### src/sv/pli_ram.sv
// Generic single-write, single-read RAM with registered read data.
// No dependencies.
module pli_ram #(
    parameter int WIDTH = 8,
    parameter int DEPTH = 16
) (
    input  logic                     i_clk,
    input  logic                     i_we,
    input  logic [$clog2(DEPTH)-1:0] i_waddr,
    input  logic [WIDTH-1:0]         i_wdata,
    input  logic [$clog2(DEPTH)-1:0] i_raddr,
    output logic [WIDTH-1:0]         o_rdata
);

    logic [WIDTH-1:0] r_mem [DEPTH];
    logic [WIDTH-1:0] r_rdata;

    always_ff @(posedge i_clk) begin
        if (i_we) begin
            r_mem[i_waddr] <= i_wdata;
        end
        r_rdata <= r_mem[i_raddr];
    end

    assign o_rdata = r_rdata;

endmodule

### config.mk
export PLATFORM = sky130hd
export DESIGN_NAME = pli_ram
export DESIGN_NICKNAME = d
export VERILOG_FILES = /design/src/sv/pli_ram.sv
export SDC_FILE = /design/constraint.sdc
export NUM_CORES = 1
export LEC_CHECK = 0
export BUFFER_PORTS_ARGS = -buffer_cell sky130_fd_sc_hd__buf_2
export CORE_ASPECT_RATIO = 2
export CORE_MARGIN = 5
export CORE_UTILIZATION = 54
export DETAILED_ROUTE_END_ITERATION = 8
export PLACE_DENSITY = 0.75
export SLEW_MARGIN = 20
export SYNTH_ARGS = -nofsm -noshare
export SYNTH_HDL_FRONTEND = slang
export SYNTH_SLANG_ARGS = --single-unit
### constraint.sdc
create_clock -name i_clk -period 1.8 [get_ports i_clk]
set_clock_uncertainty 0.15 [all_clocks]
set_input_delay 0.18 -clock i_clk [delete_from_list [all_inputs] [get_ports i_clk]]
set_output_delay 0.18 -clock i_clk [all_outputs]
set_load 0.01 [all_outputs]
Word-level counts from Yosys, hierarchy flattened. Memories as Yosys holds them, arrays and structs flattened. A register that Yosys moved wholly into a read port is not among the register bits. Index checks and enable logic that the tools add are counted.

Word-level logic and storage cells: 3. Output and inout bits: 8. Memories: 1. Input port bits: 18. Bits in registers: 0. Memory bits (writable): 128.

Multiplexer cells: 2.

Memory list: r_mem (words 16, width 8, rd ports 1, clocked after memory_dff 1, write ports 1, line 15) `logic [WIDTH-1:0] r_mem [DEPTH];`.

Operator list (count): $mux W1 (2).

Depth between registers and ports, before layout.
Depth in word-level cells: 2. Gate-level depth with buffers: 5. Gate-level depth less buffers: 3.

Worst setup path after synthesis. No wires, ideal clock.

Path kind: input port to flip-flop. Start: input port i_waddr[2]. End: memory r_mem[0][0] (enable). Path buffers: 0. Setup time: 0.383 ns. Slack: -0.023 ns. Stages: 2. Data required time: 1.267 ns. Data arrival time: 1.290 ns. Path through: or3b_2 -> nor3_1.

RTL lines: start, declared (line 9) `input logic [$clog2(DEPTH)-1:0] i_waddr,`; end, declared (line 15).

No word-level cell before the write port.

==> impl_results.md <==
- Max-cap violations: 0
- Most common cell after layout, fill and taps aside: edfxtp_1
- DRC: 0
- Internal power: 5.89 mW
- Setup TNS: 0 ps
- H-tree depth: 4
- Post-route total power: 7.40 mW
- CTS tree: done
- Initial DRC count: 187
- Mean Syn Cell Area: 22.5 um2
- DP HPWL: 6.44 mm
- Core area: 0.00932 mm2
- Routed wire length: 9.84 mm
- Post-route ant nets: 0
- Ports: 26
- Status: finished clean
- Flops & latches, synth: 136
- Worst ir drop on vdd: 0.000888 V
- Synth warn: 0
- Setup Buffers After CTS: 0
- Cell count after synthesis: 229
- Setup violators final: 0
- Register-to-register setup slack: 310 ps
- Seq/Total Area, Yosys: 77.8%
- GPL Wtd Cong: 0.764
- Gate power share: 4.6%
- Synthesis-to-finish area growth: 20.2%
- Worst slack, placed: 32.8 ps
- NetSw: 1.51 mW
- Post-layout min period: 1490 ps
- Final Cycle Share: 82.6%
- Vias: 2498
- Worst-path clk slew: 60 ps
- Sw frac: 20.4%
- RSZ-0062 raised after global routing: false
- Final setup margin: 313 ps
- Post-Syn Area: 0.00515 mm2
- ANT cells: 0
- Via/cell ratio: 6.09
- Clock sink count: 136
- Relative slew slack: 72.4%
- Worst Max-Slew Pin Slew: 410 ps
- Clk Latency, worst-skew pair: 410 ps
- Max-slew violations: 0
- Net Count, Synth: 247
- Clock Power Share: 47.2%
- Die H: 148 um
- Crit end category: flip-flop
- Final core utilization: 66.4%
- Nets: 311
- Num CTS Buffers: 17
- Filler cells: 587
- CTS root buf: clkbuf_16
- First-pass DRT Iterations: 4
- WP data arrival: 1630 ps
- HP Class: primary input to flip-flop
- Layout cells sized above 1: 32.4%
- Die area: 0.0117 mm2
- Seq pwr share: 48.2%
- Initial antenna violation count: 0
- Rows: 50
- Worst EP required: 1950 ps
- Startpoint Class: flip-flop
- Die Width: 79.0 um
- Final hold slack: 11.6 ps
- Vias in the first global route: 2647
- IO Port Bufs: 25
- Post-DR wirelength/cell: 24.0 um
- CTS Buffer Depth: 2
- Worst Path Class, Setup: flip-flop to flip-flop
- Crit path max fanout: 1
- Distinct cells, synth: 19
- FMAX: 0.672 GHz
- Largest net degree at the start of global routing: 33
- Final hold viol count: 0
- Total GRT Usage: 19.1%
- Initial cell density of the core: 55.2%
- Most frequent cells in the layout: edfxtp_1 (128), buf_2 (25), buf_4 (22)
- Post-CTS sizing: 0
- P per Cell Area: 1200 mW/mm2
- Leak: 2.15 nW
- First-pass GRT wire length: 15.7 mm
- Remaining global-route overflow: 0
cell usage after synthesis, drive strengths merged:
cell           instances  area [um2]
edfxtp               128        3840
mux4                  32         773
a22oi                 16         120
nor2                  13        48.8
nand2                  9        33.8
dfxtp                  8         160
buf                    7        56.3
nor3                   4        20.0
clkdlybuf4s25          3        30.0
nand2b                 2        12.5
nand3b                 2        15.0
and2                   1        6.26
and2b                  1        7.51
nand3                  1        5.00
nor2b                  1        6.26
or3b                   1        8.76
cell type report:
type	count	area [um2]	share of cell area, %
timing repair buffer	55	390	6.31
tap	104	130	2.10
clock buffer	18	429	6.93
sequential	136	4000	64.7
clock inverter	14	173	2.79
multi-input combinational	83	1060	17.2
stage by stage:
stage / cell area (um2) / std cells
floorplan: 5150 / 229
global placement: 5530 / 372
detailed placement: 5530 / 372
CTS: 6190 / 410
global route: 6190 / 410
finish: 6190 / 410
layer usage:
layer / vias to the layer above / GRT usage [%] / wire, um
met3: 12 / 4.73 / 375
met2: 92 / 32.4 / 5580
met4: 0 / 8.09 / 186
met5: - / 0 / 0
met1: 1287 / 23.0 / 3690
li1: 1107 / - / -
final timing paths:
kind                          startpoint                    end  cells after the start
hold reg to reg   r_mem[14][1]$_DFFE_PP_     o_rdata[1]$_DFF_P_                      3
setup reg to reg   r_mem[8][3]$_DFFE_PP_     o_rdata[3]$_DFF_P_                      3
hold / removal                i_wdata[0]  r_mem[1][0]$_DFFE_PP_                      1
setup / recovery   r_mem[8][3]$_DFFE_PP_     o_rdata[3]$_DFF_P_                      3
flip-flops by register name (all words and copies together), names as in the netlist:
signal and count:
o_rdata 8, r_mem 128
cell families after synthesis:
group | Yosys count | synth area share [%]
buf+inv | 10 | 1.68
mux | 32 | 15.0
compound gates | 16 | 2.33
simple gates | 35 | 3.18
flops | 136 | 77.8
worst max-delay path, stage by stage, from the launching register on:
cell and delay, ps:
edfxtp_1 380, mux4_1 520, a22oi_1 240, nand2_1 90
power groups by stage:
stage,Clock [mW],Sequential (mW),Combinational (mW)
after floorplan,0,3.63,0.180
after global placement,0,3.63,0.326
after detailed placement,0,3.63,0.337
after CTS,3.54,3.57,0.350
after global routing,3.68,3.57,0.375
final,3.49,3.56,0.343
repair_timing:
action,CTS,global route
hold buffers,6,0
endpoints found under the setup margin,0,0
hold endpoints to repair,79,0
(Power assumes the default switching activity.)
