**config.mk**
```make
export PLATFORM = sky130hd
export DESIGN_NAME = pli_div
export DESIGN_NICKNAME = d
export VERILOG_FILES = /design/src/sv/pli_pkg.sv /design/src/sv/pli_div.sv
export SDC_FILE = /design/constraint.sdc
export NUM_CORES = 1
export LEC_CHECK = 0
export BUFFER_PORTS_ARGS = -buffer_cell sky130_fd_sc_hd__buf_2
export CORE_ASPECT_RATIO = 0.9
export CORE_MARGIN = 3
export CORE_UTILIZATION = 35
export CTS_CLUSTER_DIAMETER = 100
export CTS_CLUSTER_SIZE = 20
export DETAILED_ROUTE_END_ITERATION = 7
export RECOVER_POWER = 25
export SKIP_LAST_GASP = 1
export SLEW_MARGIN = 20
export SYNTH_ARGS = -nofsm -noshare
export SYNTH_HDL_FRONTEND = slang
export SYNTH_SLANG_ARGS = --single-unit
```
**constraint.sdc**
```tcl
create_clock -name i_clk -period 3.8 [get_ports i_clk]
set_input_delay 0.38 -clock i_clk [delete_from_list [all_inputs] [get_ports i_clk]]
set_output_delay 0.38 -clock i_clk [all_outputs]
set_load 0.05 [all_outputs]
```
**src/sv/pli_pkg.sv**
```systemverilog
// Shared types, widths and codes for the piecewise linear interpolator.
// No dependencies; every other file of the block but pli_ram imports this package.
package pli_pkg;

    localparam int DATA_W      = 32;
    localparam int MAX_POINTS  = 64;
    localparam int MIN_POINTS  = 2;
    localparam int IDX_W       = $clog2(MAX_POINTS);
    localparam int CNT_W       = IDX_W + 1;
    localparam int DIFF_W      = DATA_W + 1;
    localparam int SUM_W       = DATA_W + 2;
    localparam int PROD_W      = 2 * DATA_W;
    localparam int ENTRY_W     = 2 * DATA_W;
    localparam int STEP_W      = $clog2(DATA_W);
    localparam int REGION_W    = 2;

    // stream packing
    localparam int IN_IDX_LSB     = 0;
    localparam int IN_COORD_LSB   = IDX_W;
    localparam int IN_SAMPLE_LSB  = IDX_W + DATA_W;
    localparam int IN_DATA_BITS   = IDX_W + 2 * DATA_W;
    localparam int IN_TDATA_W     = ((IN_DATA_BITS + 7) / 8) * 8;
    localparam int OUT_VALUE_LSB  = 0;
    localparam int OUT_SEG_LSB    = DATA_W;
    localparam int OUT_DATA_BITS  = DATA_W + IDX_W;
    localparam int OUT_TDATA_W    = ((OUT_DATA_BITS + 7) / 8) * 8;

    localparam logic FUNC_LOAD  = 1'b0;
    localparam logic FUNC_QUERY = 1'b1;

    localparam logic [CNT_W-1:0] POINT_COUNT_RST = CNT_W'(MIN_POINTS);

    localparam logic signed [DATA_W-1:0] VALUE_MAX = {1'b0, {(DATA_W-1){1'b1}}};
    localparam logic signed [DATA_W-1:0] VALUE_MIN = {1'b1, {(DATA_W-1){1'b0}}};

    typedef enum logic [REGION_W-1:0] {
        REGION_INTERIOR = 2'd0,
        REGION_BELOW    = 2'd1,
        REGION_ABOVE    = 2'd2
    } t_region;

    typedef enum logic [3:0] {
        S_IDLE,
        S_RD_FIRST,
        S_CHK_FIRST,
        S_CHK_LAST,
        S_CHK_SEG,
        S_WALK,
        S_DIFF,
        S_MAG,
        S_MUL_GO,
        S_MUL_WAIT,
        S_DIV_GO,
        S_DIV_WAIT,
        S_FIN,
        S_OUT
    } t_state;

    // divider status toward the sequencer
    typedef struct packed {
        logic done;
        logic ovf;
    } t_div_stat;

endpackage

```
**src/sv/pli_div.sv**
```systemverilog
// Bit-serial restoring divider: double-width dividend over single-width divisor,
// one quotient bit per cycle; flags a quotient that does not fit. Depends on pli_pkg.
module pli_div (
    input  logic                        i_clk,
    input  logic                        i_rst_n,
    input  logic                        i_start,
    input  logic [pli_pkg::PROD_W-1:0]  i_dividend,
    input  logic [pli_pkg::DATA_W-1:0]  i_divisor,
    output pli_pkg::t_div_stat          o_stat,
    output logic [pli_pkg::DATA_W-1:0]  o_quo
);
    import pli_pkg::*;

    logic              r_busy;
    logic [STEP_W-1:0] r_step;
    logic [DATA_W-1:0] r_rem;
    logic [DATA_W-1:0] r_q;
    logic [DATA_W-1:0] r_d;
    logic              r_ovf;
    logic [DATA_W:0]   trial;
    logic [DATA_W:0]   diff;
    logic              fits;

    assign trial = {r_rem, r_q[DATA_W-1]};
    assign fits  = trial >= {1'b0, r_d};
    assign diff  = trial - {1'b0, r_d};

    always_ff @(posedge i_clk) begin
        if (!i_rst_n) begin
            r_busy <= 1'b0;
            r_step <= '0;
        end else if (i_start) begin
            r_busy <= 1'b1;
            r_step <= '0;
        end else if (r_busy) begin
            r_step <= r_step + 1'b1;
            if (r_step == STEP_W'(DATA_W - 1)) begin
                r_busy <= 1'b0;
            end
        end
    end

    // upper half at or above divisor means quotient >= 2^DATA_W
    always_ff @(posedge i_clk) begin
        if (i_start) begin
            r_rem <= i_dividend[PROD_W-1:DATA_W];
            r_q   <= i_dividend[DATA_W-1:0];
            r_d   <= i_divisor;
            r_ovf <= i_dividend[PROD_W-1:DATA_W] >= i_divisor;
        end else if (r_busy) begin
            r_rem <= fits ? diff[DATA_W-1:0] : trial[DATA_W-1:0];
            r_q   <= {r_q[DATA_W-2:0], fits};
        end
    end

    assign o_stat.done = r_busy && (r_step == STEP_W'(DATA_W - 1));
    assign o_stat.ovf  = r_ovf;
    assign o_quo       = r_q;

endmodule

```
; After elaboration in Yosys (flattened, before gate mapping)
; Cells that the tools add are included.
[word_totals]
regBits = 103
output_inout_bits = 34
inputBits = 99
[classes]
order_cmp = 2
eq_ne = 1
mux = 8
reduce_logical = 3
addsub = 2
bitwise_logic = 1
[op_table]
columns = op, n
row1 = 32-bit 2-to-1 mux, 5
row2 = 33-bit by 32-bit >= comparator with 1-bit output, 1
row3 = 32-bit >= comparator, 1
row4 = 32-bit subtractor, 1
row5 = "5-bit by 1-bit adder with 5-bit output, second input constant", 1
row6 = "5-bit == test, second input constant", 1
row7 = 1-bit 2-to-1 mux, 3
row8 = 2-bit nonzero test, 1
row9 = 2-bit OR reduction, 1
row10 = 1-bit logical AND, 1
row11 = 1-bit inverter, 1

; Longest topological paths before layout
[depth]
depth_word = 4
ltp_mapped = 13

; Worst setup path after synthesis
; No wires, ideal clock.
[synth_path]
path_type = reg2reg
start = register r_q[31] (netlist: o_quo[31])
end = register r_rem[18], data pin
stages_incl_launch_ff = 13
required_ps = 3540
setup_slack_ps = 597
arrival_time_ps = 2944
period_less_slack_ps = 3203
path_cell_list = edfxtp_1 -> inv_1 -> ha_1 -> inv_1 -> fa_1 -> a21oi_2 -> o211a_1 -> or4_4 -> a311oi_2 -> nor2_1 -> xnor2_1 -> mux2_2 -> mux2_2
[synth_between]
elab_chain_cells = 4
elab_cells_between_ends = 5
classes_between = add/sub: 1 / order compare: 1 / mux: 3
[synth_rtl]
columns = element, line_no
row1 = start: declaration, pli_div.sv:17  ; logic [DATA_W-1:0] r_q;
row2 = start signal: assignment, pli_div.sv:47  ; r_q <= i_dividend[DATA_W-1:0];
row3 = start signal: assignment, pli_div.sv:52  ; r_q <= {r_q[DATA_W-2:0], fits};
row4 = 32-bit subtractor / 33-bit by 32-bit >= comparator with 1-bit output (equally long branches), "pli_div.sv:26, pli_div.sv:25"
row5 = 32-bit 2-to-1 mux *, pli_div.sv:51  ; r_rem <= fits ? diff[DATA_W-1:0] : trial[DATA_W-1:0];
row6 = 32-bit 2-to-1 mux *, pli_div.sv:50  ; end else if (r_busy) begin
row7 = 32-bit 2-to-1 mux *, pli_div.sv:45  ; if (i_start) begin
row8 = end signal: assignment, pli_div.sv:46  ; r_rem <= i_dividend[PROD_W-1:DATA_W];
row9 = end signal: assignment, pli_div.sv:51
row10 = end: declaration, pli_div.sv:16  ; logic [DATA_W-1:0] r_rem;
; Mark *: on every way between the ends. The rest lies on a longest branch, timed or not. The select of a mux whose other input is x is not followed.
; A chain may end at the register's enable or synchronous reset.

; Worst setup path in the final report
[layout_path]
start = register r_rem[22]
end = register r_rem[30], data pin
[layout_between]
elab_chain_cells = 4
elab_cells_between_ends = 5
classes_between = add/sub: 1 / order compare: 1 / mux: 3
[layout_rtl]
columns = element, line_no
row1 = 32-bit subtractor / 33-bit by 32-bit >= comparator with 1-bit output (equally long branches), "pli_div.sv:26, pli_div.sv:25"
row2 = 32-bit 2-to-1 mux *, pli_div.sv:51
row3 = 32-bit 2-to-1 mux *, pli_div.sv:50
row4 = 32-bit 2-to-1 mux *, pli_div.sv:45
; Marks and branches as above.

==> qor.yml <==
status: "finished clean"
grt_pass1_wl_um: 26200
finish.net_count: 954
cts_tree: "done"
core_sq_um: 19400
drt-total-wl_um: 16300
syn_avg_cell_area_sq_um: 10.5
cts_hold_buf: 0
holdPathStages: 1
min_to: "r_d[16]"
worst_path_max_delay_cell: "a2111oi_0"
whs_ns: 0.208
wire_per_inst_um: 15.7
area_growth_pct: 16.4
finalWorstSetupSlack_ns: 0.508
min_from: "i_divisor[16]"
num_antenna_cells: 0
die_x_um: 155
final_hold_viol_count: 0
dp_hpwl_um: 12400
cts-root-buf: "clkbuf_16"
synthArstFlopShare_pct: 0
power_density_nw_per_um2: 579
start_util_pct: 36.2
drv_cap: 0
relSlewSlack_pct: 40.4
cp_top_family: "compound AO/OA/AOI/OAI gates"
crit_type: "flop to flop"
crit_fanout: 15
grt_usage_pct: 15.0
worst-path-buf-inv: 0
synth_nets: 835
yosysWarnings: 0
worst_pin_slew_ns: 0.886
numCtsBuffers: 9
path_cells: "ha_1 > and2_1 > nand3_1 > nand3b_1 > nor4_1 > a2111oi_0 > o21ai_4 > nor2b_1 > a221o_1"
antenna_found_initial: 0
timing.rr.end: "r_rem[30]"
synth_cell_types: 59
die_area_sq_um: 21800
clockBufferDepth: 2
reg2reg_depth: 9
clk_latency_ns: 0.36
drive_above_1_share_pct: 23.0
worstSetupStartpointType: "flop"
pin_count: 133
remaining_drc_errors: 0
seq_area_frac_synth_pct: 43.2
rr_startpoint: "r_rem[22]"
overflow: 0
postCtsSetupRepairBufs: 0
num_vias: 5273
rows: 48
grt_pass1_vias: 5010
die_y_um: 140
ctsResizeCount: 0
hp-class: "input pin to flop"
viasPerCell: 5.06
cp.arrival_ns: 3.40
cts_sinks: 103
gp_congestion: 0.886
cp_slowest_stage_delay_ns: 0.61
finClkSkew_ns: 0.00645
htree_levels: 3
period_share_pct: 86.6
synth_cells: 669
synth_edf_count: 97
endpoint_kind: "flop"
place_ws_ns: 0.540
antenna_left: 0
fmax_mhz: 304
drv_slew: 0
p_leak_nw: 3.55
netlist_area_sq_um: 7010
reg2reg_setup_slack_ns: 0.51
finalSetupViolations: 0
fillers: 1944
final.setup.tns_ns: 0
drtIter0Drc: 301
clk_pin_slew_ns: 0.07
rsz0062_at_grt: "false"
ys.flop_type: "edfxtp_1"
max-vdd-ir-drop_v: 0.000236
period_minus_slack_ns: 3.29
crit_required_ns: 3.91
grt_max_degree: 65
drtPass1Iterations: 4
port-buffer-count: 132
synth_seq_cells: 103
==> flip-flops by register name, summed over array words and instances (netlist names) <==
register / count
o_quo: 32
r_busy: 1
r_d: 32
r_ovf: 1
r_rem: 32
r_step: 5
==> worst max-delay path by stage <==
stage / endpoint / from / slack, ns / depth (start not counted)
after global routing: r_rem[23] / r_rem[23] / 0.09 / 9
after CTS: r_rem[30] / r_rem[22] / 0.50 / 9
final: r_rem[30] / r_rem[22] / 0.51 / 9
after global placement: r_rem[23] / r_rem[23] / 0.55 / 9
after detailed placement: r_rem[30] / r_rem[22] / 0.54 / 9
after floorplan: r_rem[18] / o_quo[31] / 0.60 / 12
==> synth_stat cells (all sizes together) (16+ instances only) <==
master,n,share of area (%)
nand2,37,2.0
nor3b,20,2.1
o21ai,32,2.3
nor2,39,2.1
edfxtp,97,42
mux2,40,6.4
xor2,16,2.0
ha,66,12
inv,76,4.1
xnor2,16,2.0
a21oi,38,2.8
a221o,20,2.9
==> layout by cell type, fill, tap and decap left out, drive strengths merged, types with 16 or more instances in the layout <==
master and n:
inv 76, a21oi 38, nand2 37, nor3b 20, buf 117, edfxtp 97
clkbuf 31, mux2 40, ha 66, xnor2 16, xor2 16, o21ai 32
nor2 39, a221o 20
==> metal layers <==
metal  GRT usage, %  vias to the layer above  share of wire (%)
met5              0                        -                  0
li1               -                     2692                  -
met3           2.84                        9                4.0
met1           22.1                     2467                 51
met4           3.96                        0               0.90
met2           22.7                      105                 44
==> report_power, final <==
| group | switching, mW | internal [mW] |
|---|---|---|
| combinational | 1.28 | 0.914 |
| clock | 0.432 | 0.509 |
| sequential | 0.0923 | 1.50 |
| total | 1.80 | 2.92 |
==> cells by family (layout without fill, tap and decap cells) <==
group	count (synthesis)	after routing	synth area share (%)
adder cells (fa/ha/maj)	67	67	12.1
multiplexers	49	49	7.71
XOR/XNOR	32	32	4.00
AO/OA/AOI/OAI	150	150	14.9
flip-flops	103	103	43.2
AND/OR/NAND/NOR	162	162	12.0
buffers and inverters	106	230	6.05
==> cell type report <==
class | instances | area, sq um | share of cell area [%]
clock inverter | 6 | 61.3 | 0.751
timing repair buffer | 138 | 682 | 8.35
inverter | 76 | 285 | 3.49
sequential | 103 | 3030 | 37.1
multi-input combinational | 460 | 3560 | 43.6
tap | 250 | 313 | 3.83
clock buffer | 10 | 229 | 2.80
==> stage by stage <==
step	instance area [sq um]	instances	utilization, %	power, mW
2_1_floorplan	7010	669	-	3.31
3_3_place_gp	7900	1027	40.7	3.79
3_5_place_dp	7900	1027	40.7	3.79
4_1_cts	8190	1043	42.2	4.76
5_1_grt	8170	1043	42.1	5.08
6_report	8170	1043	42.1	4.73
No activity file was read; power rests on OpenSTA's default activity.
