### src/sv/pli_pkg.sv
// Shared types, widths and codes for the piecewise linear interpolator.
// No dependencies; every other file of the block but pli_ram imports this package.
package pli_pkg;

    localparam int DATA_W      = 32;
    localparam int MAX_POINTS  = 64;
    localparam int MIN_POINTS  = 2;
    localparam int IDX_W       = $clog2(MAX_POINTS);
    localparam int CNT_W       = IDX_W + 1;
    localparam int DIFF_W      = DATA_W + 1;
    localparam int SUM_W       = DATA_W + 2;
    localparam int PROD_W      = 2 * DATA_W;
    localparam int ENTRY_W     = 2 * DATA_W;
    localparam int STEP_W      = $clog2(DATA_W);
    localparam int REGION_W    = 2;

    // stream packing
    localparam int IN_IDX_LSB     = 0;
    localparam int IN_COORD_LSB   = IDX_W;
    localparam int IN_SAMPLE_LSB  = IDX_W + DATA_W;
    localparam int IN_DATA_BITS   = IDX_W + 2 * DATA_W;
    localparam int IN_TDATA_W     = ((IN_DATA_BITS + 7) / 8) * 8;
    localparam int OUT_VALUE_LSB  = 0;
    localparam int OUT_SEG_LSB    = DATA_W;
    localparam int OUT_DATA_BITS  = DATA_W + IDX_W;
    localparam int OUT_TDATA_W    = ((OUT_DATA_BITS + 7) / 8) * 8;

    localparam logic FUNC_LOAD  = 1'b0;
    localparam logic FUNC_QUERY = 1'b1;

    localparam logic [CNT_W-1:0] POINT_COUNT_RST = CNT_W'(MIN_POINTS);

    localparam logic signed [DATA_W-1:0] VALUE_MAX = {1'b0, {(DATA_W-1){1'b1}}};
    localparam logic signed [DATA_W-1:0] VALUE_MIN = {1'b1, {(DATA_W-1){1'b0}}};

    typedef enum logic [REGION_W-1:0] {
        REGION_INTERIOR = 2'd0,
        REGION_BELOW    = 2'd1,
        REGION_ABOVE    = 2'd2
    } t_region;

    typedef enum logic [3:0] {
        S_IDLE,
        S_RD_FIRST,
        S_CHK_FIRST,
        S_CHK_LAST,
        S_CHK_SEG,
        S_WALK,
        S_DIFF,
        S_MAG,
        S_MUL_GO,
        S_MUL_WAIT,
        S_DIV_GO,
        S_DIV_WAIT,
        S_FIN,
        S_OUT
    } t_state;

    // divider status toward the sequencer
    typedef struct packed {
        logic done;
        logic ovf;
    } t_div_stat;

endpackage

### src/sv/pli_mul.sv
// Bit-serial unsigned shift-add multiplier, one multiplier bit per cycle.
// Depends on pli_pkg.
module pli_mul (
    input  logic                        i_clk,
    input  logic                        i_rst_n,
    input  logic                        i_start,
    input  logic [pli_pkg::DATA_W-1:0]  i_a,
    input  logic [pli_pkg::DATA_W-1:0]  i_b,
    output logic                        o_done,
    output logic [pli_pkg::PROD_W-1:0]  o_prod
);
    import pli_pkg::*;

    logic              r_busy;
    logic [STEP_W-1:0] r_step;
    logic [DATA_W-1:0] r_a;
    logic [DATA_W-1:0] r_hi;
    logic [DATA_W-1:0] r_lo;
    logic [DATA_W:0]   sum;

    // add multiplicand when the current low bit is set
    assign sum = {1'b0, r_hi} + (r_lo[0] ? {1'b0, r_a} : {(DATA_W+1){1'b0}});

    always_ff @(posedge i_clk) begin
        if (!i_rst_n) begin
            r_busy <= 1'b0;
            r_step <= '0;
        end else if (i_start) begin
            r_busy <= 1'b1;
            r_step <= '0;
        end else if (r_busy) begin
            r_step <= r_step + 1'b1;
            if (r_step == STEP_W'(DATA_W - 1)) begin
                r_busy <= 1'b0;
            end
        end
    end

    always_ff @(posedge i_clk) begin
        if (i_start) begin
            r_a  <= i_a;
            r_hi <= '0;
            r_lo <= i_b;
        end else if (r_busy) begin
            r_hi <= sum[DATA_W:1];
            r_lo <= {sum[0], r_lo[DATA_W-1:1]};
        end
    end

    assign o_done = r_busy && (r_step == STEP_W'(DATA_W - 1));
    assign o_prod = {r_hi, r_lo};

endmodule

### config.mk
export PLATFORM = sky130hd
export DESIGN_NAME = pli_mul
export DESIGN_NICKNAME = d
export VERILOG_FILES = /design/src/sv/pli_pkg.sv /design/src/sv/pli_mul.sv
export SDC_FILE = /design/constraint.sdc
export NUM_CORES = 1
export LEC_CHECK = 0
export BUFFER_PORTS_ARGS = -buffer_cell sky130_fd_sc_hd__buf_2
export CAP_MARGIN = 40
export CORE_ASPECT_RATIO = 1.1
export CORE_MARGIN = 8
export CORE_UTILIZATION = 59
export DETAILED_ROUTE_END_ITERATION = 8
export HOLD_SLACK_MARGIN = 0.08
export PLACE_DENSITY = 0.82
export REMOVE_ABC_BUFFERS = 1
export SYNTH_ARGS = -nofsm -noshare
export SYNTH_HDL_FRONTEND = slang
export SYNTH_SLANG_ARGS = --single-unit
### constraint.sdc
create_clock -name i_clk -period 8.1 [get_ports i_clk]
set_clock_uncertainty 0.05 [all_clocks]
set_input_delay 1.215 -clock i_clk [delete_from_list [all_inputs] [get_ports i_clk]]
set_output_delay 1.215 -clock i_clk [all_outputs]
set_load 0.005 [all_outputs]
Word-level counts from Yosys, hierarchy flattened
Cells that the tools add are included.

cells by class
  $add $sub $neg = 2
  equality and inequality tests = 1
  multiplexer cells = 6
  bitwise gates (word level) = 1
  reduce and logical (&&, ||, !) cells = 3

operator list
  operator             number
  $mux 32              3
  $add 32x32->33       1
  $add 5x1->5 const B  1
  $eq 5x5->1 const B   1
  $mux 1               3
  $reduce_bool 2->1    1
  $reduce_or 2->1      1
  $logic_and 1x1->1    1
  $not 1->1            1

word-level totals
  register bits = 102
  input port bits = 67
  word-level logic and storage cells = 18

Logic depth before layout (Yosys ltp)
Gate-level depths: netlist of run 1.

  depth in word-level cells = 4
  gate-level depth with buffers = 11

Worst setup path before layout of run 1
OpenSTA, ideal clock, no wires.

  kind = register to register
  start = register r_lo[0]
  end = register r_hi[28]
  setup time = 0.122 ns
  data arrival time = 2.781 ns
  required time = 7.928 ns
  path slack = 5.147 ns
  cell stages (with the launch flop) = 11
  buffers on the path = 1
  path through = edfxtp_1 clkbuf_1 and2_1 ha_1 a21oi_4 o211ai_1 a2111oi_2 nor2_1 or4b_4 a31o_1 a221o_1

on the way
  cells in the longest elaborated chain, start to end = 2

RTL lines
  element                 line           source
  from (decl)             pli_mul.sv:18  logic [DATA_W-1:0] r_lo;
  from (signal assigned)  pli_mul.sv:43  r_lo <= i_b;
  from (signal assigned)  pli_mul.sv:46  r_lo <= {sum[0], r_lo[DATA_W-1:1]};
  $mux 32                 pli_mul.sv:22  assign sum = {1'b0, r_hi} + (r_lo[0] ? {1'b0, r_a} : {(DATA_W+1){1'b0}});
  $add 32x32->33          pli_mul.sv:22
  to (signal assigned)    pli_mul.sv:45  r_hi <= sum[DATA_W:1];
  to (decl)               pli_mul.sv:17  logic [DATA_W-1:0] r_hi;

Every way passes these cells.
A chain may end at the register's enable or synchronous reset.

Final worst setup path of run 1
  start = register r_lo[0]
  end = register r_hi[23]

The elaborated chain is that of the path after synthesis.

==> tab_implementation.tex, run 1 <==
\begin{tabular}{lr}
\hline
Metric & Value \\
\hline
\multicolumn{2}{l}{\textbf{Run status}} \\
\quad Status & completed \\
\multicolumn{2}{l}{\textbf{GRT}} \\
\quad Number of global-route vias before repair & 4733 \\
\quad Number of antenna violations at the first check in global routing & 0 \\
\quad Overall Global Routing Usage & 21.9\% \\
\quad Wire length of the first global-routing pass & 22900 um \\
\quad Gr ovfl total & 0 \\
\quad Largest net degree at the start of global routing & 65 \\
\multicolumn{2}{l}{\textbf{Floorplanning}} \\
\quad I/O pin count & 132 \\
\quad Total Die Area & 0.0130 mm\^{}2 \\
\quad Starting density of the core & 60.7\% \\
\quad Width of the die & 110 um \\
\quad Floorplan row count & 37 \\
\quad Die Ht & 119 um \\
\quad Placeable core area & 0.00935 mm\^{}2 \\
\multicolumn{2}{l}{\textbf{Clock network}} \\
\quad CTS buffer count & 9 \\
\quad Number of H-tree levels & 3 \\
\quad Number of gates given a new drive strength after cts & 0 \\
\quad Clock Pin Slew Worst Setup and Hold Paths & 0.10 ns \\
\quad Maximum root-to-sink buffer count & 2 \\
\quad TritonCTS clock tree & yes \\
\quad Setup Fix Bufs, Post-CTS & 0 \\
\quad Clock Sink Count & 102 \\
\quad Worst-Skew Late Latency & 0.38 ns \\
\quad Hold-fix buffers at CTS & 0 \\
\quad Root buffer selected by CTS & sky130\_fd\_sc\_hd\_\_clkbuf\_8 \\
\multicolumn{2}{l}{\textbf{Pwr}} \\
\quad Power share of the sequential group & 52.7\% \\
\quad Leak & 2.90 nW \\
\quad Power per unit of standard cell area & 182 mW/mm\^{}2 \\
\quad Part of the power in the clock network & 25.0\% \\
\quad Internal cell power & 0.838 mW \\
\quad Sw Share & 30.1\% \\
\quad Power share of the combinational group & 22.4\% \\
\quad Peak supply drop & 0.141 mV \\
\quad Net Sw Power & 0.360 mW \\
\multicolumn{2}{l}{\textbf{Synthesis}} \\
\quad Number of warnings issued by yosys & 0 \\
\quad Mean post-synth cell area & 10.7 um\^{}2 \\
\quad Share of synthesized area occupied by flip-flops and latches & 47.3\% \\
\quad Synth Cell Area & 0.00567 mm\^{}2 \\
\quad Synthesis-stage register bit count & 102 \\
\quad Predominant post-synthesis flop cell & sky130\_fd\_sc\_hd\_\_edfxtp\_1 \\
\quad Cell types occupying the most area after synthesis & sky130\_fd\_sc\_hd\_\_edfxtp\_1, sky130\_fd\_sc\_hd\_\_dfxtp\_1, sky130\_fd\_sc\_hd\_\_ha\_1 \\
\quad Unique masters post-synth & 58 \\
\quad Share of the synthesized area in the top cell type & 33.9\% \\
\quad Instance count of the mapped netlist & 532 \\
\quad Cell type with the largest total area after synthesis & sky130\_fd\_sc\_hd\_\_edfxtp\_1 \\
\quad Ys async rst share & 0\% \\
\quad Number of enable-type register cells in the synthesized netlist & 64 \\
\multicolumn{2}{l}{\textbf{Drt}} \\
\quad Remaining routing DRC violations & 0 \\
\quad Per-cell routed wire length & 18.1 um \\
\quad Via/cell ratio & 5.81 \\
\quad Remaining antenna violation count & 0 \\
\quad Total via count in the routed design & 4529 \\
\quad Routed wire length & 14100 um \\
\quad TritonRoute pass-1 iters & 4 \\
\quad Detailed Route Iter0 Violations & 210 \\
\multicolumn{2}{l}{\textbf{Placement}} \\
\quad Minimum setup slack after placement & 4.65 ns \\
\quad Cell Count Post-Placement & 763 \\
\quad RD Place Congestion & 0.907 \\
\quad Instance area at placement & 0.00642 mm\^{}2 \\
\quad Final HPWL DP & 10800 um \\
\quad Port buffer count & 131 \\
\multicolumn{2}{l}{\textbf{Timing}} \\
\quad Final worst-path cycle share & 42.9\% \\
\quad Min Clock Period, post-route & 3.47 ns \\
\quad Relative slew slack & 48.0\% \\
\quad Measured slew at the worst slew-check pin & 0.779 ns \\
\quad Setup repair after global routing missed its margin & false \\
\quad Max-slew violation count & 0 \\
\quad Sum of negative setup slack & 0 ns \\
\quad Number of failing setup endpoints in the final timing report & 0 \\
\quad Fmax & 288 MHz \\
\quad Fin worst setup slack & 4.63 ns \\
\quad Final-report hold violation count & 0 \\
\multicolumn{2}{l}{\textbf{Job}} \\
\quad Max-cap violations & 0 \\
\multicolumn{2}{l}{\textbf{Final layout}} \\
\quad Combined area of the multi-input logic cells & 0.00282 mm\^{}2 \\
\quad Post-route cell area & 0.00660 mm\^{}2 \\
\quad Commonest cells after routing, fill and taps aside & sky130\_fd\_sc\_hd\_\_buf\_2, sky130\_fd\_sc\_hd\_\_edfxtp\_1, sky130\_fd\_sc\_hd\_\_and2\_1, sky130\_fd\_sc\_hd\_\_nor2\_1, sky130\_fd\_sc\_hd\_\_dfxtp\_1 \\
\quad Post-layout util & 70.6\% \\
\quad Flip-flop and latch area & 0.00268 mm\^{}2 \\
\quad Ant. Diodes & 0 \\
\quad Most common library cell in the layout ignoring fill and taps & sky130\_fd\_sc\_hd\_\_buf\_2 \\
\quad Number of fillers in the final layout & 705 \\
\quad Share of final-layout standard cells stronger than drive strength 1 & 29.3\% \\
\quad Layout overhead on the synthesized area & 16.3\% \\
\quad Final standard cell count with taps included and fillers excluded & 779 \\
\quad Net total in the final layout & 759 \\
\multicolumn{2}{l}{\textbf{Critical path}} \\
\quad CP Launch Type & flop \\
\quad Worst EP arrival & 3.65 ns \\
\quad Kind of critical path & reg2reg \\
\quad Worst Path Required & 8.27 ns \\
\quad Capturing element type of the critical path & flop \\
\quad Crit-path max FO & 19 \\
\multicolumn{2}{l}{\textbf{Worst hold path}} \\
\quad Hold Path Class & reg2reg \\
\hline
\end{tabular}
==> routing by layer <==
layer  share of wire (%)  track usage, %  vias to the layer above
met4                 2.3            9.38                        0
met1                  40            25.4                     2138
met5                   0               0                        -
met2                  51            38.0                      147
met3                 6.2            4.31                       24
li1                    -               -                     2220
==> cells by family (layout without fill, tap and decap cells) <==
kind of cell,Yosys count,after routing,synth area share (%)
AND/OR/NAND/NOR,170,170,15.4
AO/OA/AOI/OAI,127,127,14.7
adder cells (fa/ha/maj),35,35,7.85
buffers and inverters,32,162,2.95
XOR/XNOR,24,24,3.70
flip-flops,102,102,47.3
multiplexers,42,42,8.11
==> critical path, stage by stage (launching register included) <==
cell,delay [ns]
sky130_fd_sc_hd__edfxtp_1,0.60
sky130_fd_sc_hd__buf_8,0.24
sky130_fd_sc_hd__and2_1,0.15
sky130_fd_sc_hd__ha_1,0.22
sky130_fd_sc_hd__fa_1,0.44
sky130_fd_sc_hd__a211oi_1,0.25
sky130_fd_sc_hd__o21ai_0,0.15
sky130_fd_sc_hd__a311oi_1,0.37
sky130_fd_sc_hd__nor3_1,0.18
sky130_fd_sc_hd__and3_1,0.28
sky130_fd_sc_hd__o21ai_0,0.21
sky130_fd_sc_hd__o311ai_0,0.18
==> worst paths after layout <==
kind                  from        to  slack, ns  cells past startpoint
setup / recovery   r_lo[0]  r_hi[23]       4.63                     11
setup reg to reg   r_lo[0]  r_hi[23]       4.63                     11
hold / removal    r_hi[20]  r_hi[20]       0.44                      2
hold reg to reg   r_hi[20]  r_hi[20]       0.44                      2
==> sequential cells by signal (all words and copies together) (netlist names) <==
name,flops
r_busy,1
r_lo,32
r_step,5
r_a,32
r_hi,32
==> Yosys cell counts, drive strengths merged, types with 2 or more instances <==
cell type / instances
clkbuf: 17
nand2: 36
o21a: 5
a21o: 13
nor3: 10
a221o: 3
a311oi: 2
buf: 5
and3: 8
xor2: 17
dfxtp: 38
o21ai: 34
nand4: 11
nand3b: 2
o31ai: 3
a31oi: 5
nand2b: 2
inv: 9
nor2b: 4
nor2: 38
mux2: 32
o211ai: 2
nand3: 11
or3: 3
a211o: 3
a21boi: 5
xnor2: 7
ha: 34
a211oi: 5
edfxtp: 64
a41oi: 4
mux2i: 10
and2: 38
a21oi: 35
==> power by group through the flow <==
stage	logic, mW	clock network (mW)	registers (mW)
final	0.268	0.299	0.631
after CTS	0.267	0.304	0.631
after global routing	0.296	0.323	0.637
after floorplan	0.158	0	0.642
after global placement	0.251	0	0.643
after detailed placement	0.266	0	0.643
==> layout make-up <==
| class | count | area share (%) |
|---|---|---|
| clock buffer | 10 | 1.93 |
| clock inverter | 6 | 0.739 |
| inverter | 9 | 0.512 |
| multi-input combinational | 398 | 42.8 |
| sequential | 102 | 40.7 |
| tap | 117 | 2.22 |
| timing repair buffer | 137 | 11.1 |
==> metrics by stage <==
stage / hold slack [ns] / power [mW]
floorplan: 0.416 / 0.800
global placement: 0.410 / 0.894
detailed placement: 0.428 / 0.908
CTS: 0.442 / 1.20
global route: 0.449 / 1.26
finish: 0.437 / 1.20
Note: power is estimated with default switching activity, not from simulation.
==> run 2: changes to the inputs <==
ABC_AREA = 1   (was not set)
CORE_UTILIZATION = 56   (was 59)
PLACE_DENSITY = 0.77   (was 0.82)
clock period = 3.4 ns   (was 8.1 ns; I/O delays follow)
==> tab_implementation.tex, run 2 <==
\begin{tabular}{lr}
\hline
Metric & Value \\
\hline
\multicolumn{2}{l}{\textbf{GRT}} \\
\quad Number of global-route vias before repair & 5700 \\
\quad Number of antenna violations at the first check in global routing & 0 \\
\quad Overall Global Routing Usage & 22.4\% \\
\quad Largest net degree at the start of global routing & 58 \\
\quad Wire length of the first global-routing pass & 27400 um \\
\quad Gr ovfl total & 0 \\
\multicolumn{2}{l}{\textbf{Pwr}} \\
\quad Part of the power in the clock network & 33.3\% \\
\quad Power share of the combinational group & 20.0\% \\
\quad Internal cell power & 2.28 mW \\
\quad Leak & 4.26 nW \\
\quad Power per unit of standard cell area & 429 mW/mm\^{}2 \\
\quad Peak supply drop & 0.321 mV \\
\quad Power share of the sequential group & 46.7\% \\
\quad Net Sw Power & 0.924 mW \\
\quad Sw Share & 28.8\% \\
\multicolumn{2}{l}{\textbf{Synthesis}} \\
\quad Share of synthesized area occupied by flip-flops and latches & 42.3\% \\
\quad Cell type with the largest total area after synthesis & sky130\_fd\_sc\_hd\_\_edfxtp\_1 \\
\quad Share of the synthesized area in the top cell type & 30.3\% \\
\quad Unique masters post-synth & 31 \\
\quad Synth Cell Area & 0.00635 mm\^{}2 \\
\quad Number of warnings issued by yosys & 0 \\
\quad Number of enable-type register cells in the synthesized netlist & 64 \\
\quad Predominant post-synthesis flop cell & sky130\_fd\_sc\_hd\_\_edfxtp\_1 \\
\quad Cell types occupying the most area after synthesis & sky130\_fd\_sc\_hd\_\_edfxtp\_1, sky130\_fd\_sc\_hd\_\_nand2\_1, sky130\_fd\_sc\_hd\_\_dfxtp\_1 \\
\quad Top cells by instance count after synthesis & sky130\_fd\_sc\_hd\_\_nand2\_1, sky130\_fd\_sc\_hd\_\_inv\_1, sky130\_fd\_sc\_hd\_\_nor2\_1, sky130\_fd\_sc\_hd\_\_edfxtp\_1, sky130\_fd\_sc\_hd\_\_nand3\_1 \\
\quad Instance count of the mapped netlist & 906 \\
\quad Ys async rst share & 0\% \\
\quad Synthesis-stage register bit count & 102 \\
\quad Most common cell in the netlist & sky130\_fd\_sc\_hd\_\_nand2\_1 \\
\quad Mean post-synth cell area & 7.00 um\^{}2 \\
\multicolumn{2}{l}{\textbf{Critical path}} \\
\quad Crit-path max FO & 31 \\
\quad Kind of critical path & reg2reg \\
\quad Worst EP arrival & 2.64 ns \\
\quad Count of cells along the worst register-to-register path & 15 \\
\quad Worst Path Required & 3.61 ns \\
\quad Capturing element type of the critical path & flop \\
\quad CP Launch Type & flop \\
\multicolumn{2}{l}{\textbf{Timing}} \\
\quad Final-report hold violation count & 0 \\
\quad Measured slew at the worst slew-check pin & 0.640 ns \\
\quad Fmax & 412 MHz \\
\quad Setup repair after global routing missed its margin & false \\
\quad Relative slew slack & 57.3\% \\
\quad Number of failing setup endpoints in the final timing report & 0 \\
\quad Min Clock Period, post-route & 2.43 ns \\
\quad Final worst-path cycle share & 71.4\% \\
\quad Max-slew violation count & 0 \\
\quad Sum of negative setup slack & 0 ns \\
\multicolumn{2}{l}{\textbf{Clock network}} \\
\quad CTS buffer count & 9 \\
\quad TritonCTS clock tree & yes \\
\quad Root buffer selected by CTS & sky130\_fd\_sc\_hd\_\_clkbuf\_16 \\
\quad Clock Pin Slew Worst Setup and Hold Paths & 0.07 ns \\
\quad Setup Fix Bufs, Post-CTS & 0 \\
\quad Number of H-tree levels & 3 \\
\quad Clock Sink Count & 102 \\
\quad Worst-Skew Late Latency & 0.36 ns \\
\quad Maximum root-to-sink buffer count & 2 \\
\quad Hold-fix buffers at CTS & 0 \\
\quad Number of gates given a new drive strength after cts & 0 \\
\multicolumn{2}{l}{\textbf{Floorplanning}} \\
\quad Width of the die & 118 um \\
\quad I/O pin count & 132 \\
\quad Starting density of the core & 57.6\% \\
\quad Total Die Area & 0.0150 mm\^{}2 \\
\quad Placeable core area & 0.0110 mm\^{}2 \\
\quad Floorplan row count & 40 \\
\quad Die Ht & 128 um \\
\multicolumn{2}{l}{\textbf{Worst hold path}} \\
\quad Hold Path Class & in2reg \\
\quad Instance count along the most critical hold path & 1 \\
\multicolumn{2}{l}{\textbf{Placement}} \\
\quad Port buffer count & 131 \\
\quad RD Place Congestion & 0.920 \\
\quad Final HPWL DP & 12800 um \\
\quad Cell Count Post-Placement & 1174 \\
\multicolumn{2}{l}{\textbf{Drt}} \\
\quad Routed wire length & 16500 um \\
\quad Total via count in the routed design & 5882 \\
\quad TritonRoute pass-1 iters & 5 \\
\quad Detailed Route Iter0 Violations & 339 \\
\quad Per-cell routed wire length & 13.8 um \\
\quad Via/cell ratio & 4.94 \\
\quad Remaining antenna violation count & 0 \\
\quad Remaining routing DRC violations & 0 \\
\multicolumn{2}{l}{\textbf{Final layout}} \\
\quad Number of fillers in the final layout & 989 \\
\quad Layout overhead on the synthesized area & 17.8\% \\
\quad Commonest cells after routing, fill and taps aside & sky130\_fd\_sc\_hd\_\_nand2\_1, sky130\_fd\_sc\_hd\_\_inv\_1, sky130\_fd\_sc\_hd\_\_buf\_2 \\
\quad Final standard cell count with taps included and fillers excluded & 1190 \\
\quad Most common library cell in the layout ignoring fill and taps & sky130\_fd\_sc\_hd\_\_nand2\_1 \\
\quad Share of final-layout standard cells stronger than drive strength 1 & 16.9\% \\
\quad Net total in the final layout & 1140 \\
\quad Ant. Diodes & 0 \\
\quad Biggest regs & r\_a: 32 flops, r\_hi: 32 flops, r\_lo: 32 flops \\
\multicolumn{2}{l}{\textbf{Run status}} \\
\quad Status & completed \\
\multicolumn{2}{l}{\textbf{Job}} \\
\quad Max-cap violations & 0 \\
\hline
\end{tabular}
run 2: cell count changes in the layout (fill, tap and decap cells not counted), moves of 9 or more:
| cell | previous run | this run |
|---|---|---|
| sky130_fd_sc_hd__a21o_1 | 13 | 1 |
| sky130_fd_sc_hd__and2_1 | 38 | 0 |
| sky130_fd_sc_hd__clkbuf_16 | 0 | 9 |
| sky130_fd_sc_hd__inv_1 | 9 | 161 |
| sky130_fd_sc_hd__mux2_2 | 32 | 0 |
| sky130_fd_sc_hd__mux2i_1 | 10 | 0 |
| sky130_fd_sc_hd__nand2_1 | 36 | 371 |
| sky130_fd_sc_hd__nand3_1 | 11 | 41 |
| sky130_fd_sc_hd__nor2_1 | 38 | 73 |
| sky130_fd_sc_hd__o21ai_0 | 34 | 13 |
| sky130_fd_sc_hd__xor2_1 | 17 | 1 |
run 2: per-stage QoR:
stage / power [mW] / utilization [%] / area [um^2] / hold slack [ns] / setup WS [ns]
final: 3.21 / 67.9 / 7480 / 0.268 / 0.972
after global routing: 3.37 / 67.9 / 7480 / 0.264 / 0.700
after floorplan: 1.91 / - / 6260 / 0.395 / 0.895
after detailed placement: 2.17 / 65.1 / 7170 / 0.411 / 0.977
after CTS: 3.23 / 67.9 / 7480 / 0.263 / 0.968
after global placement: 2.15 / 64.9 / 7150 / 0.407 / 0.963
run 2: cell type report:
class / count / area [um^2] / area share [%]
repair buffers: 139 / 727 / 9.72
inverters: 162 / 608 / 8.13
well taps: 147 / 184 / 2.46
clock buffers: 12 / 246 / 3.30
flip-flops and latches: 102 / 2680 / 35.9
clock inverters: 4 / 56.3 / 0.753
multi-input cells: 624 / 2970 / 39.7
run 2: power groups by stage:
stage / clock network [mW] / registers [mW] / logic [mW]
finish: 1.07 / 1.50 / 0.641
global route: 1.13 / 1.51 / 0.730
CTS: 1.08 / 1.50 / 0.645
detailed placement: 0 / 1.52 / 0.642
global placement: 0 / 1.52 / 0.623
floorplan: 0 / 1.53 / 0.375
run 2: path summary, 6_finish.rpt:
kind	to	slack, ns	from
min reg2reg	r_step[4]	0.42	r_step[4]
max reg2reg	r_hi[30]	0.97	r_lo[0]
min	r_a[19]	0.27	i_a[19]
max	r_hi[30]	0.97	r_lo[0]
run 2: logic make-up after synthesis:
family                   after synthesis  share of synthesized area [%]
adder cells (fa/ha/maj)               35                           7.02
flip-flops                           102                           42.3
AND/OR/NAND/NOR                      520                           33.3
XOR/XNOR                              10                           1.38
AO/OA/AOI/OAI                         59                           5.17
buffers and inverters                180                           10.9
run 2: worst max-delay path, stage by stage, from the launching register on:
cell,delay (ns)
sky130_fd_sc_hd__edfxtp_1,0.40
sky130_fd_sc_hd__buf_4,0.27
sky130_fd_sc_hd__nand2_1,0.11
sky130_fd_sc_hd__inv_1,0.05
sky130_fd_sc_hd__ha_1,0.36
sky130_fd_sc_hd__nand2_1,0.13
sky130_fd_sc_hd__nor2_1,0.17
sky130_fd_sc_hd__nand2_1,0.08
sky130_fd_sc_hd__nand2_1,0.12
sky130_fd_sc_hd__nand2_1,0.08
sky130_fd_sc_hd__nand2_2,0.12
sky130_fd_sc_hd__nand2_1,0.11
sky130_fd_sc_hd__nand3_1,0.09
sky130_fd_sc_hd__nand3_1,0.08
sky130_fd_sc_hd__nand2_1,0.08
sky130_fd_sc_hd__inv_1,0.04
run 2: layer usage:
layer	track usage (%)	routed length [um]	vias up
met5	0	0	-
li1	-	-	3060
met1	26.9	7050	2592
met2	37.5	7650	207
met3	6.43	1440	23
met4	8.45	316	0
==> run 3: changes to the inputs <==
clock period = 2.3 ns   (was 3.4 ns; I/O delays follow)
==> tab_implementation.tex, run 3 (same netlist as run 2, synthesis figures left out) <==
\begin{tabular}{lr}
\hline
Metric & Value \\
\hline
\multicolumn{2}{l}{\textbf{Run status}} \\
\quad Status & completed \\
\multicolumn{2}{l}{\textbf{GRT}} \\
\quad Wire length of the first global-routing pass & 27300 um \\
\quad Number of antenna violations at the first check in global routing & 0 \\
\quad Overall Global Routing Usage & 21.9\% \\
\quad Number of global-route vias before repair & 5927 \\
\quad Gr ovfl total & 0 \\
\quad Largest net degree at the start of global routing & 39 \\
\multicolumn{2}{l}{\textbf{Clock network}} \\
\quad Worst-Skew Late Latency & 0.35 ns \\
\quad Root buffer selected by CTS & sky130\_fd\_sc\_hd\_\_clkbuf\_16 \\
\quad Maximum root-to-sink buffer count & 2 \\
\quad Setup Fix Bufs, Post-CTS & 0 \\
\quad CTS buffer count & 9 \\
\quad TritonCTS clock tree & yes \\
\quad Clock Pin Slew Worst Setup and Hold Paths & 0.08 ns \\
\quad Clock Sink Count & 102 \\
\quad Number of H-tree levels & 3 \\
\multicolumn{2}{l}{\textbf{Final layout}} \\
\quad Commonest cells after routing, fill and taps aside & sky130\_fd\_sc\_hd\_\_nand2\_1, sky130\_fd\_sc\_hd\_\_inv\_1, sky130\_fd\_sc\_hd\_\_buf\_2 \\
\quad Final standard cell count with taps included and fillers excluded & 1197 \\
\quad Net total in the final layout & 1147 \\
\quad Flip-flop and latch area & 0.00268 mm\^{}2 \\
\quad Ant. Diodes & 0 \\
\quad Most common library cell in the layout ignoring fill and taps & sky130\_fd\_sc\_hd\_\_nand2\_1 \\
\quad Combined area of the multi-input logic cells & 0.00325 mm\^{}2 \\
\quad Layout overhead on the synthesized area & 23.7\% \\
\quad Share of final-layout standard cells stronger than drive strength 1 & 22.7\% \\
\quad Biggest regs & r\_a: 32 flops, r\_hi: 32 flops, r\_lo: 32 flops \\
\quad Number of fillers in the final layout & 970 \\
\multicolumn{2}{l}{\textbf{Floorplanning}} \\
\quad Placeable core area & 0.0110 mm\^{}2 \\
\quad Die Ht & 128 um \\
\quad Width of the die & 118 um \\
\quad Total Die Area & 0.0150 mm\^{}2 \\
\quad Starting density of the core & 57.6\% \\
\quad I/O pin count & 132 \\
\quad Floorplan row count & 40 \\
\multicolumn{2}{l}{\textbf{Drt}} \\
\quad Per-cell routed wire length & 14.1 um \\
\quad Remaining antenna violation count & 0 \\
\quad Detailed Route Iter0 Violations & 393 \\
\quad Via/cell ratio & 5.03 \\
\quad TritonRoute pass-1 iters & 7 \\
\quad Remaining routing DRC violations & 0 \\
\quad Total via count in the routed design & 6015 \\
\quad Routed wire length & 16800 um \\
\multicolumn{2}{l}{\textbf{Timing}} \\
\quad Measured slew at the worst slew-check pin & 0.612 ns \\
\quad Min Clock Period, post-route & 2.25 ns \\
\quad Final-report hold violation count & 0 \\
\quad Relative slew slack & 59.0\% \\
\quad Setup repair after global routing missed its margin & true \\
\quad Worst Hold Margin & 0.113 ns \\
\quad Max-slew violation count & 0 \\
\quad Fmax & 445 MHz \\
\quad Fin worst setup slack & 0.0528 ns \\
\quad Final worst-path cycle share & 97.7\% \\
\quad Sum of negative setup slack & 0 ns \\
\quad Number of failing setup endpoints in the final timing report & 0 \\
\multicolumn{2}{l}{\textbf{Critical path}} \\
\quad Worst EP arrival & 2.45 ns \\
\quad Worst Path Required & 2.50 ns \\
\quad Crit-path max FO & 18 \\
\quad CP Launch Type & flop \\
\quad Capturing element type of the critical path & flop \\
\quad Kind of critical path & reg2reg \\
\multicolumn{2}{l}{\textbf{Placement}} \\
\quad Cell Count Post-Placement & 1181 \\
\quad Port buffer count & 131 \\
\quad Minimum setup slack after placement & 0.0293 ns \\
\quad RD Place Congestion & 0.978 \\
\quad Final HPWL DP & 13100 um \\
\multicolumn{2}{l}{\textbf{Pwr}} \\
\quad Leak & 4.29 nW \\
\quad Power per unit of standard cell area & 640 mW/mm\^{}2 \\
\quad Peak supply drop & 0.513 mV \\
\multicolumn{2}{l}{\textbf{Worst hold path}} \\
\quad Hold Path Class & in2reg \\
\multicolumn{2}{l}{\textbf{Job}} \\
\quad Max-cap violations & 0 \\
\hline
\end{tabular}
==> run 3: cell count changes in the layout (fill, tap and decap cells not counted), moves of 6 or more <==
cell / change
sky130_fd_sc_hd__nor2_2: +8
sky130_fd_sc_hd__nor2_1: -11
sky130_fd_sc_hd__nand2_1: -11
sky130_fd_sc_hd__buf_4: +6
sky130_fd_sc_hd__ha_4: +12
sky130_fd_sc_hd__ha_1: -23
sky130_fd_sc_hd__nand2_2: +11
sky130_fd_sc_hd__ha_2: +11
==> run 3: through the flow <==
stage / instance area, um^2 / power [mW] / util [%]
after floorplan: 6260 / 2.82 / -
after global placement: 7230 / 3.19 / 65.6
after detailed placement: 7230 / 3.21 / 65.6
after CTS: 7570 / 4.93 / 68.7
after global routing: 7850 / 5.25 / 71.3
final: 7850 / 5.03 / 71.3
==> run 3: critical path: stages (launching register included) <==
cell                       delay (ns)
sky130_fd_sc_hd__edfxtp_1        0.44
sky130_fd_sc_hd__buf_6           0.20
sky130_fd_sc_hd__nand2_1         0.07
sky130_fd_sc_hd__inv_1           0.04
sky130_fd_sc_hd__ha_2            0.36
sky130_fd_sc_hd__nand2_1         0.09
sky130_fd_sc_hd__buf_4           0.16
sky130_fd_sc_hd__nor2_2          0.09
sky130_fd_sc_hd__nand3_1         0.13
sky130_fd_sc_hd__nand3b_4        0.14
sky130_fd_sc_hd__nand2_1         0.08
sky130_fd_sc_hd__nand3_1         0.08
sky130_fd_sc_hd__nand2_1         0.05
sky130_fd_sc_hd__nor2_1          0.11
sky130_fd_sc_hd__nor2_1          0.06
==> run 3: power breakdown <==
group,switching [mW],leakage (nW),internal [mW]
clock,0.740,0.167,1.01
combinational,0.618,3.17,0.441
sequential,0.102,0.954,2.12
==> run 3: worst paths after layout <==
path              startpoint        end  slack, ns  cells past startpoint
hold reg to reg    r_step[4]  r_step[4]       0.43                      2
setup reg to reg     r_lo[0]   r_hi[26]       0.05                     14
hold / removal        i_a[0]     r_a[0]       0.11                      1
setup / recovery     r_lo[0]   r_hi[26]       0.05                     14
==> run 3: repair_timing <==
action	4_1_cts	5_1_grt
hold endpoints to repair	0	0
endpoints found under the setup margin	0	24
gates resized for setup	0	60
hold buffers	0	0
==> run 3: layout make-up <==
class / count / share of cell area [%]
repair buffers: 146 / 10.0
well taps: 147 / 2.34
clock inverters: 6 / 1.27
flip-flops and latches: 102 / 34.2
multi-input cells: 624 / 41.4
clock buffers: 10 / 3.04
inverters: 162 / 7.74
==> run 3: per-layer routing <==
layer  wire (um)  track usage [%]
met4         274             8.37
met5           0                0
met3        1170             6.21
met1        7490             26.3
met2        7910             36.7
